### src/rtl/bouncing_sprite_mover_unit_defines.svh
// ----------------------------------------------------------------------------
// Bouncing sprite mover: assertion macros
// Shared assertion wrappers, empty when building for synthesis.
// ----------------------------------------------------------------------------
`ifndef BOUNCING_SPRITE_MOVER_UNIT_DEFINES_SVH
`define BOUNCING_SPRITE_MOVER_UNIT_DEFINES_SVH

`ifndef SYNTHESIS
// checked property, disabled while reset is held
`define BSM_ASSERT(name, clk, rst_n, prop, msg) \
  name: assert property (@(posedge clk) disable iff (!rst_n) prop) else $error(msg);
// checked property, active during reset too
`define BSM_ASSERT_ALWAYS(name, clk, prop, msg) \
  name: assert property (@(posedge clk) prop) else $error(msg);
`else
`define BSM_ASSERT(name, clk, rst_n, prop, msg)
`define BSM_ASSERT_ALWAYS(name, clk, prop, msg)
`endif

`endif

### src/rtl/bsm_pkg.sv
// ----------------------------------------------------------------------------
// Bouncing sprite mover: package
// Command codes, register indexes, reset values and controller/datapath links.
// ----------------------------------------------------------------------------
`default_nettype none

package bsm_pkg;

  // item command codes
  localparam logic CMD_TICK      = 1'b0;
  localparam logic CMD_SET_SPEED = 1'b1;

  // configuration register indexes
  localparam int unsigned CFG_IDX_W = 3;
  localparam logic [CFG_IDX_W-1:0] REG_POINT_COUNT   = 3'd0;
  localparam logic [CFG_IDX_W-1:0] REG_SPRITE_POINTS = 3'd1;
  localparam logic [CFG_IDX_W-1:0] REG_SPRITE_WIDTH  = 3'd2;
  localparam logic [CFG_IDX_W-1:0] REG_SPRITE_HEIGHT = 3'd3;
  localparam logic [CFG_IDX_W-1:0] REG_SCREEN_WIDTH  = 3'd4;
  localparam logic [CFG_IDX_W-1:0] REG_SCREEN_HEIGHT = 3'd5;
  localparam logic [CFG_IDX_W-1:0] REG_BOUNCE_SPEED  = 3'd6;

  localparam int unsigned CFG_DATA_W = 64;

  // register reset values
  localparam logic [2:0] RST_SPRITE_WIDTH  = 3'd4;
  localparam logic [2:0] RST_SPRITE_HEIGHT = 3'd4;
  localparam logic [7:0] RST_SCREEN_WIDTH  = 8'd128;
  localparam logic [7:0] RST_SCREEN_HEIGHT = 8'd64;
  localparam logic [2:0] RST_BOUNCE_SPEED  = 3'd3;
  localparam logic signed [8:0] RST_POSITION = 9'sd1;

  // saturation bounds of a coordinate, in the widened sum
  localparam logic signed [9:0] COORD_MAX = 10'sd255;
  localparam logic signed [9:0] COORD_MIN = -10'sd256;

  // controller to datapath commands
  typedef struct packed {
    logic load_dir;   // store speed fields as direction
    logic clr_idx;    // restart point walk
    logic step_idx;   // advance to the next point
    logic move;       // update position and apply bounce
    logic emit;       // load a pixel write into the output register
    logic pixel_on;   // set (1) or clear (0) write
  } ctrl_cmd_t;

  // datapath to controller status
  typedef struct packed {
    logic used_zero;  // no sprite points in use
    logic idx_last;   // current point is the final one
    logic out_free;   // output register can take a write this cycle
  } dp_status_t;

endpackage

`default_nettype wire

### src/rtl/bsm_ctrl.sv
// ----------------------------------------------------------------------------
// Bouncing sprite mover: controller
// Sequences items: a set-speed loads the direction; a tick runs clear pass,
// position update, draw pass; both passes are skipped with no points in use.
`default_nettype none

module bsm_ctrl (
  input  wire logic               clk_i,
  input  wire logic               rst_ni,
  input  wire logic               in_valid_i,
  output logic                    in_stall_o,
  input  wire logic               command_i,
  input  wire bsm_pkg::dp_status_t status_i,
  output bsm_pkg::ctrl_cmd_t      cmd_o
);

  typedef enum logic [3:0] {
    ST_IDLE  = 4'b0001,
    ST_CLEAR = 4'b0010,
    ST_MOVE  = 4'b0100,
    ST_DRAW  = 4'b1000
  } state_e;

  state_e state_q, state_d;

  // next state and commands
  always_comb begin
    state_d    = state_q;
    cmd_o      = '0;
    in_stall_o = 1'b1;
    unique case (state_q)
      ST_IDLE: begin
        in_stall_o = 1'b0;
        if (in_valid_i) begin
          if (command_i == bsm_pkg::CMD_SET_SPEED) begin
            cmd_o.load_dir = 1'b1;
          end else begin
            cmd_o.clr_idx = 1'b1;
            state_d       = status_i.used_zero ? ST_MOVE : ST_CLEAR;
          end
        end
      end
      ST_CLEAR: begin
        if (status_i.out_free) begin
          cmd_o.emit = 1'b1;
          if (status_i.idx_last) begin
            cmd_o.clr_idx = 1'b1;
            state_d       = ST_MOVE;
          end else begin
            cmd_o.step_idx = 1'b1;
          end
        end
      end
      ST_MOVE: begin
        cmd_o.move = 1'b1;
        state_d    = status_i.used_zero ? ST_IDLE : ST_DRAW;
      end
      ST_DRAW: begin
        cmd_o.pixel_on = 1'b1;
        if (status_i.out_free) begin
          cmd_o.emit = 1'b1;
          if (status_i.idx_last) begin
            state_d = ST_IDLE;
          end else begin
            cmd_o.step_idx = 1'b1;
          end
        end
      end
      default: begin
        state_d = ST_IDLE;
      end
    endcase
  end

  // state register
  always_ff @(posedge clk_i or negedge rst_ni) begin
    if (!rst_ni) begin
      state_q <= ST_IDLE;
    end else begin
      state_q <= state_d;
    end
  end

endmodule

`default_nettype wire

### src/rtl/bsm_dp.sv
// ----------------------------------------------------------------------------
// Bouncing sprite mover: datapath
// Configuration registers, position and direction, point walk, output register.
// ----------------------------------------------------------------------------
`default_nettype none

module bsm_dp #(
  parameter int unsigned MAX_SPRITE_POINTS = 16
) (
  input  wire logic                            clk_i,
  input  wire logic                            rst_ni,
  input  wire logic                            cfg_we_i,
  input  wire logic [bsm_pkg::CFG_IDX_W-1:0]   cfg_index_i,
  input  wire logic [bsm_pkg::CFG_DATA_W-1:0]  cfg_wdata_i,
  input  wire logic signed [3:0]               speed_x_i,
  input  wire logic signed [3:0]               speed_y_i,
  input  wire bsm_pkg::ctrl_cmd_t              cmd_i,
  output bsm_pkg::dp_status_t                  status_o,
  output logic                                 out_valid_o,
  input  wire logic                            out_stall_i,
  output logic signed [8:0]                    pixel_x_o,
  output logic signed [8:0]                    pixel_y_o,
  output logic                                 pixel_on_o,
  output logic                                 last_o
);

  localparam int unsigned IDX_W = (MAX_SPRITE_POINTS > 1) ? $clog2(MAX_SPRITE_POINTS) : 1;
  localparam logic [4:0]  PTS_MAX = 5'(MAX_SPRITE_POINTS);

  // configuration registers
  logic [4:0]  point_count_q;
  logic [63:0] sprite_points_q;
  logic [2:0]  sprite_width_q, sprite_height_q, bounce_speed_q;
  logic [7:0]  screen_width_q, screen_height_q;

  always_ff @(posedge clk_i or negedge rst_ni) begin
    if (!rst_ni) begin
      point_count_q   <= '0;
      sprite_points_q <= '0;
      sprite_width_q  <= bsm_pkg::RST_SPRITE_WIDTH;
      sprite_height_q <= bsm_pkg::RST_SPRITE_HEIGHT;
      screen_width_q  <= bsm_pkg::RST_SCREEN_WIDTH;
      screen_height_q <= bsm_pkg::RST_SCREEN_HEIGHT;
      bounce_speed_q  <= bsm_pkg::RST_BOUNCE_SPEED;
    end else if (cfg_we_i) begin
      unique case (cfg_index_i)
        bsm_pkg::REG_POINT_COUNT:   point_count_q   <= cfg_wdata_i[4:0];
        bsm_pkg::REG_SPRITE_POINTS: sprite_points_q <= cfg_wdata_i[63:0];
        bsm_pkg::REG_SPRITE_WIDTH:  sprite_width_q  <= cfg_wdata_i[2:0];
        bsm_pkg::REG_SPRITE_HEIGHT: sprite_height_q <= cfg_wdata_i[2:0];
        bsm_pkg::REG_SCREEN_WIDTH:  screen_width_q  <= cfg_wdata_i[7:0];
        bsm_pkg::REG_SCREEN_HEIGHT: screen_height_q <= cfg_wdata_i[7:0];
        bsm_pkg::REG_BOUNCE_SPEED:  bounce_speed_q  <= cfg_wdata_i[2:0];
        default: begin
        end
      endcase
    end
  end

  // points in use, capped at the list size
  logic [4:0] used_pts;
  logic [4:0] idx_ext;
  logic [IDX_W-1:0] idx_q, idx_d;

  assign used_pts = (point_count_q > PTS_MAX) ? PTS_MAX : point_count_q;
  assign idx_ext  = 5'(idx_q);

  // point walk counter
  always_comb begin
    idx_d = idx_q;
    if (cmd_i.clr_idx) begin
      idx_d = '0;
    end else if (cmd_i.step_idx) begin
      idx_d = idx_q + 1'b1;
    end
  end

  always_ff @(posedge clk_i or negedge rst_ni) begin
    if (!rst_ni) begin
      idx_q <= '0;
    end else begin
      idx_q <= idx_d;
    end
  end

  // position and direction state
  logic signed [8:0] pos_x_q, pos_y_q, pos_x_d, pos_y_d;
  logic signed [3:0] dir_x_q, dir_y_q, dir_x_d, dir_y_d;
  logic signed [9:0] sum_x, sum_y;
  logic signed [3:0] bs_pos, bs_neg;

  assign sum_x  = {pos_x_q[8], pos_x_q} + {{6{dir_x_q[3]}}, dir_x_q};
  assign sum_y  = {pos_y_q[8], pos_y_q} + {{6{dir_y_q[3]}}, dir_y_q};
  assign bs_pos = $signed({1'b0, bounce_speed_q});
  assign bs_neg = -bs_pos;

  // saturated move, then the bounce chain on the new position
  always_comb begin
    pos_x_d = pos_x_q;
    pos_y_d = pos_y_q;
    dir_x_d = dir_x_q;
    dir_y_d = dir_y_q;
    if (cmd_i.load_dir) begin
      dir_x_d = speed_x_i;
      dir_y_d = speed_y_i;
    end else if (cmd_i.move) begin
      if (sum_x > bsm_pkg::COORD_MAX) begin
        pos_x_d = 9'sd255;
      end else if (sum_x < bsm_pkg::COORD_MIN) begin
        pos_x_d = -9'sd256;
      end else begin
        pos_x_d = sum_x[8:0];
      end
      if (sum_y > bsm_pkg::COORD_MAX) begin
        pos_y_d = 9'sd255;
      end else if (sum_y < bsm_pkg::COORD_MIN) begin
        pos_y_d = -9'sd256;
      end else begin
        pos_y_d = sum_y[8:0];
      end
      if (pos_x_d < 9'sd1) begin
        dir_x_d = bs_pos;
      end else if (({pos_x_d[8], pos_x_d} + $signed({7'b0, sprite_width_q}))
                   > $signed({2'b0, screen_width_q})) begin
        dir_x_d = bs_neg;
      end else if (pos_y_d < 9'sd1) begin
        dir_y_d = bs_pos;
      end else if (({pos_y_d[8], pos_y_d} + $signed({7'b0, sprite_height_q}))
                   > $signed({2'b0, screen_height_q})) begin
        dir_y_d = bs_neg;
      end
    end
  end

  always_ff @(posedge clk_i or negedge rst_ni) begin
    if (!rst_ni) begin
      pos_x_q <= bsm_pkg::RST_POSITION;
      pos_y_q <= bsm_pkg::RST_POSITION;
      dir_x_q <= '0;
      dir_y_q <= '0;
    end else begin
      pos_x_q <= pos_x_d;
      pos_y_q <= pos_y_d;
      dir_x_q <= dir_x_d;
      dir_y_q <= dir_y_d;
    end
  end

  // pixel of the current point, saturated at the top
  logic [3:0]        entry;
  logic signed [9:0] pix_x_sum, pix_y_sum;
  logic signed [8:0] pix_x, pix_y;

  assign entry     = sprite_points_q[idx_q*4 +: 4];
  assign pix_x_sum = {pos_x_q[8], pos_x_q} + $signed({8'b0, entry[1:0]});
  assign pix_y_sum = {pos_y_q[8], pos_y_q} + $signed({8'b0, entry[3:2]});
  assign pix_x     = (pix_x_sum > bsm_pkg::COORD_MAX) ? 9'sd255 : pix_x_sum[8:0];
  assign pix_y     = (pix_y_sum > bsm_pkg::COORD_MAX) ? 9'sd255 : pix_y_sum[8:0];

  // status back to the controller
  assign status_o.used_zero = (used_pts == 5'd0);
  assign status_o.idx_last  = (idx_ext == (used_pts - 5'd1));
  assign status_o.out_free  = !out_valid_o || !out_stall_i;

  // output register
  logic out_valid_q;

  always_ff @(posedge clk_i or negedge rst_ni) begin
    if (!rst_ni) begin
      out_valid_q <= 1'b0;
    end else if (cmd_i.emit) begin
      out_valid_q <= 1'b1;
    end else if (!out_stall_i) begin
      out_valid_q <= 1'b0;
    end
  end

  always_ff @(posedge clk_i) begin
    if (cmd_i.emit) begin
      pixel_x_o  <= pix_x;
      pixel_y_o  <= pix_y;
      pixel_on_o <= cmd_i.pixel_on;
      last_o     <= cmd_i.pixel_on && status_o.idx_last;
    end
  end

  assign out_valid_o = out_valid_q;

endmodule

`default_nettype wire

### src/rtl/bouncing_sprite_mover_unit.sv
// ----------------------------------------------------------------------------
// Bouncing sprite mover unit
// Moves a point-list sprite across a screen and emits its pixel writes.
// ----------------------------------------------------------------------------
//  channel  handshake               payload
//  in       in_valid_i/in_stall_o   command_i, speed_x_i, speed_y_i
//  out      out_valid_o/out_stall_i pixel_x_o, pixel_y_o, pixel_on_o, last_o
//  cfg      cfg_we_i                cfg_index_i, cfg_wdata_i
//
//  a set-speed item loads the direction and gives no pixel writes
//  a tick runs the clear pass, the move/bounce step and the draw pass, one write
//  per cycle through each pass unless the output stalls; with no points, no passes
//  a stall on the output holds the pass at its current point
//  reset is asynchronous, active low; no clearing pass is needed
// ----------------------------------------------------------------------------
`default_nettype none

`include "bouncing_sprite_mover_unit_defines.svh"

module bouncing_sprite_mover_unit #(
  parameter int unsigned MAX_SPRITE_POINTS = 16
) (
  input  wire logic                           clk_i,
  input  wire logic                           rst_ni,
  input  wire logic                           cfg_we_i,
  input  wire logic [bsm_pkg::CFG_IDX_W-1:0]  cfg_index_i,
  input  wire logic [bsm_pkg::CFG_DATA_W-1:0] cfg_wdata_i,
  input  wire logic                           in_valid_i,
  output logic                                in_stall_o,
  input  wire logic                           command_i,
  input  wire logic signed [3:0]              speed_x_i,
  input  wire logic signed [3:0]              speed_y_i,
  output logic                                out_valid_o,
  input  wire logic                           out_stall_i,
  output logic signed [8:0]                   pixel_x_o,
  output logic signed [8:0]                   pixel_y_o,
  output logic                                pixel_on_o,
  output logic                                last_o
);

  bsm_pkg::ctrl_cmd_t cmd;
  bsm_pkg::dp_status_t status;

  // tick sequencer
  bsm_ctrl u_ctrl (
    .clk_i      (clk_i),
    .rst_ni     (rst_ni),
    .in_valid_i (in_valid_i),
    .in_stall_o (in_stall_o),
    .command_i  (command_i),
    .status_i   (status),
    .cmd_o      (cmd)
  );

  // registers, arithmetic and output stage
  bsm_dp #(
    .MAX_SPRITE_POINTS (MAX_SPRITE_POINTS)
  ) u_dp (
    .clk_i       (clk_i),
    .rst_ni      (rst_ni),
    .cfg_we_i    (cfg_we_i),
    .cfg_index_i (cfg_index_i),
    .cfg_wdata_i (cfg_wdata_i),
    .speed_x_i   (speed_x_i),
    .speed_y_i   (speed_y_i),
    .cmd_i       (cmd),
    .status_o    (status),
    .out_valid_o (out_valid_o),
    .out_stall_i (out_stall_i),
    .pixel_x_o   (pixel_x_o),
    .pixel_y_o   (pixel_y_o),
    .pixel_on_o  (pixel_on_o),
    .last_o      (last_o)
  );

  // checks
  `BSM_ASSERT(a_last_only_on_set, clk_i, rst_ni, (out_valid_o && last_o) |-> pixel_on_o, "last marked on a clear write")
  `BSM_ASSERT(a_tick_busy, clk_i, rst_ni, (in_valid_i && !in_stall_o && (command_i == bsm_pkg::CMD_TICK)) |=> in_stall_o, "tick accepted without going busy")
  `BSM_ASSERT(a_clear_while_busy, clk_i, rst_ni, (out_valid_o && !pixel_on_o) |-> in_stall_o, "clear write pending while idle")

endmodule

`default_nettype wire

### config.mk
export PLATFORM = sky130hd
export DESIGN_NAME = bouncing_sprite_mover_unit
export DESIGN_NICKNAME = d
export VERILOG_FILES = /design/src/rtl/bsm_pkg.sv /design/src/rtl/bsm_ctrl.sv /design/src/rtl/bsm_dp.sv /design/src/rtl/bouncing_sprite_mover_unit.sv
export VERILOG_INCLUDE_DIRS = /design/src /design/src/rtl
export SDC_FILE = /design/constraint.sdc
export NUM_CORES = 1
export LEC_CHECK = 0
export BUFFER_PORTS_ARGS = -buffer_cell sky130_fd_sc_hd__buf_4
export CAP_MARGIN = 20
export CORE_MARGIN = 2
export CORE_UTILIZATION = 53
export CTS_CLUSTER_SIZE = 28
export DETAILED_ROUTE_END_ITERATION = 16
export PLACE_DENSITY = 0.76
export SETUP_SLACK_MARGIN = 0.1
export SLEW_MARGIN = 0
export SYNTH_ARGS = -nofsm -noshare
export SYNTH_HDL_FRONTEND = slang
export SYNTH_SLANG_ARGS = --single-unit
### constraint.sdc
create_clock -name clk_i -period 5.7 [get_ports clk_i]
set_clock_uncertainty 0.2 [all_clocks]
set_input_delay 0.57 -clock clk_i [delete_from_list [all_inputs] [get_ports clk_i]]
set_output_delay 0.57 -clock clk_i [all_outputs]
set_load 0.01 [all_outputs]
==> results.tsv <==
metric	value	unit
Yosys top cell area share	0.346	
Via Count	6494	
Remaining DRCs	0	
# diodes	0	
Placed Cells	1111	
DR iter-0 viols	309	
top_reg_cell synth	dfrtp_1	
I/O pin count	103	
commonest cells after routing, fill and taps aside	buf_4 (126), dfrtp_1 (119), mux2_2 (95)	
die height	132	um
vias per std cell	5.63	
CTS tree	done	
Root Buffer	clkbuf_16	
Worst Hold Depth	3	
Critical Path Fanout Max	9	
Flop pwr share	0.235	
worst slew pin tran	814	ps
library cells used by synthesis	64	
register clock-pin slew on the reported worst setup and hold paths	60	ps
antenna violations before repair	0	
synthesis-stage register bit count	149	
sequential-to-total area share from yosys stat	0.442	
P_int	4030	uW
WP buf/inv	0	
Hold Crit Class	in -> reg	
CTS buffer count	17	
Fmax	0.185	GHz
Final Util	0.666	
RSZ-0062 raised after global routing	no	
post-DP HPWL	14100	um
global-route wire length before repair	32000	um
Rows	46	
Yosys top cell by area	dfrtp_1	
Comb power frac	0.601	
largest net degree at the start of global routing	78	
Max Slew Vio Count	0	
EDFF count, synth	20	
R2R depth	22	
GPL Wtd Cong	0.938	
Initial Utilization	0.545	
commonest non-fill, non-tap cell in the layout	buf_4	
DRT Wirelength	19600	um
GRT overflow	0	
overall power	7090	uW
Syn Inst Count	802	
CP max stage delay	550	ps
clock share of power	0.164	
Critical Path, Cell by Cell	ha_2 > fa_2 > a211oi_2 > o31a_1 > nor4_2 > nand3b_1 > a21o_1 > a21o_1 > ha_1 > a21oi_2 > nor3_2 > a21oi_1 > nor2_1 > a21oi_1 > o21ai_2 > ha_1 > nand4_1 > or2_2 > nand4_1 > nand3_2 > o311a_4 > a221o_1	
drt pass-1 iters	5	
critical path's top delay family	compound AO/OA/AOI/OAI gates	
setup violators final	0	
Synth Cell Area	0.00868	mm2
Core Area	0.0159	mm2
H-tree depth	4	
final worst path period share	0.949	
Slew HR	0.457	
clock latency on the worst-skew pair	430	ps
Avg Inst Size Synth	10.8	um2
CTS Buffer Depth	2	
CP required	5800	ps
fin cells	1154	
CP max-delay cell	dfstp_2	
Synth async-reset ratio	0.866	
crit path kind	reg -> reg	
PortBufs	102	
Yosys warning count	0	
switching share of power	0.431	
CP Depth	22	
Arr. time, crit path	5510	ps
number of antenna-violating nets in the routed design	0	
pwr dens	668	mW/mm2
net switching power	3060	uW
routed length per instance	17.0	um
min Tclk post-route	5410	ps
Layout Nets	1060	
dominant cells by area after synthesis	dfrtp_1 (35%), mux2_2 (12%), edfxtp_1 (6.9%)	
outcome	finished clean	
startpoint class of the critical path	flip-flop	
vias in the first global route	6381	
worst hold slack	163	ps
area grow syn2layout	22.3	%
max_cap viols	0	
Syn Nets	937	
gr usage total	0.230	
Leak	0.00478	uW
full die area	0.0174	mm2
Crit. End Element	flip-flop	
final hold vios	0	
share of post-route cells with drive strength above 1	0.340	
Die Wd	132	um
maximum vdd drop	0.304	mV
clock sinks	149	
cell families (layout without fill, tap and decap cells):
group | count (synthesis) | after routing | share of synthesized area
buffers and inverters | 63 | 199 | 0.0277
multiplexers | 122 | 122 | 0.166
XOR/XNOR | 39 | 39 | 0.0402
flip-flops | 149 | 149 | 0.442
AO/OA/AOI/OAI | 158 | 158 | 0.118
adder cells (fa/ha/maj) | 55 | 55 | 0.0842
AND/OR/NAND/NOR | 216 | 216 | 0.122
sequential cells by signal, indices dropped and copies added, names as in the netlist, 5 cells and up:
signal / count
u_dp.pixel_x_o: 9
u_dp.pixel_y_o: 9
u_dp.point_count_q: 5
u_dp.pos_x_q: 9
u_dp.pos_y_q: 9
u_dp.screen_height_q: 8
u_dp.screen_width_q: 8
u_dp.sprite_points_q: 64
layer usage:
metal / wire [um] / up-vias / global-route usage / part of all wire
met5: 0 / - / 0 / 0
met4: 454 / 0 / 0.0749 / 0.023
met3: 1190 / 31 / 0.0673 / 0.061
met2: 9130 / 177 / 0.370 / 0.47
met1: 8810 / 3132 / 0.301 / 0.45
li1: - / 3154 / - / -
power groups by stage:
stage	sequential (uW)	clock [uW]	combinational [uW]
6_report	1660	1160	4260
5_1_grt	1710	1230	4720
4_1_cts	1660	1190	3920
3_5_place_dp	1680	0	3790
3_3_place_gp	1660	0	3730
2_1_floorplan	1600	0	2820
final timing paths:
path	from	to	slack [ps]
max in group asynchronous	rst_ni	u_dp.sprite_points_q[22]	4140
worst max-delay path	u_dp.pos_y_q[0]	u_dp.dir_y_q[3]	290
worst max register to register	u_dp.pos_y_q[0]	u_dp.dir_y_q[3]	290
worst min register to register	u_dp.pos_x_q[0]	u_dp.pos_x_q[0]	300
worst min-delay path	speed_x_i[2]	u_dp.dir_x_q[2]	160
min in group asynchronous	rst_ni	u_dp.pos_x_q[5]	310
worst reg2reg max path: stages, from the launching register on:
cell,delay (ps)
dfstp_2,550
ha_2,210
fa_2,230
a211oi_2,80
o31a_1,340
nor4_2,300
nand3b_1,140
a21o_1,300
a21o_1,240
ha_1,340
a21oi_2,290
nor3_2,60
a21oi_1,130
nor2_1,50
a21oi_1,170
o21ai_2,90
ha_1,300
nand4_1,90
or2_2,300
nand4_1,110
nand3_2,100
o311a_4,370
a221o_1,300
cells in the mapped netlist (4+ instances only):
master,number
a211oi_1,4
a21o_1,14
a21oi_1,39
a221oi_1,4
a22oi_1,4
a31oi_1,4
and2_1,8
and3_1,6
clkbuf_1,22
dfrtp_1,120
dfstp_2,9
edfxtp_1,20
fa_1,6
ha_1,48
inv_1,38
mux2_2,95
mux2i_1,19
mux4_2,8
nand2_1,74
nand2b_1,15
nand3_1,14
nand3b_1,4
nand4_1,7
nor2_1,42
nor2b_1,11
nor3_1,15
o21a_1,4
o21ai_0,49
o21ai_1,5
o31ai_1,5
xnor2_1,22
xor2_1,16
layout make-up:
type	instances	area, um2
fill	1205	5320
multi-input combinational	590	4750
sequential	149	3840
timing repair buffer	129	998
clock buffer	18	450
tap	216	270
clock inverter	14	161
inverter	38	143
per-stage QoR:
stage	area [um2]	setup slack, ps	TNS (ps)
floorplan	8680	205	0
global placement	9750	122	0
detailed placement	9750	-5.51	-5.51
CTS	10400	112	0
global route	10600	28.9	0
finish	10600	290	0
what timing repair did:
item	in CTS	in global routing
pin swaps	2	18
gates resized for setup	10	30
endpoints found under the hold margin	0	5
setup buffers	1	7
gates cloned	0	0
hold buffers	0	1
endpoints found under the setup margin	7	8
(Power assumes the default switching activity.)
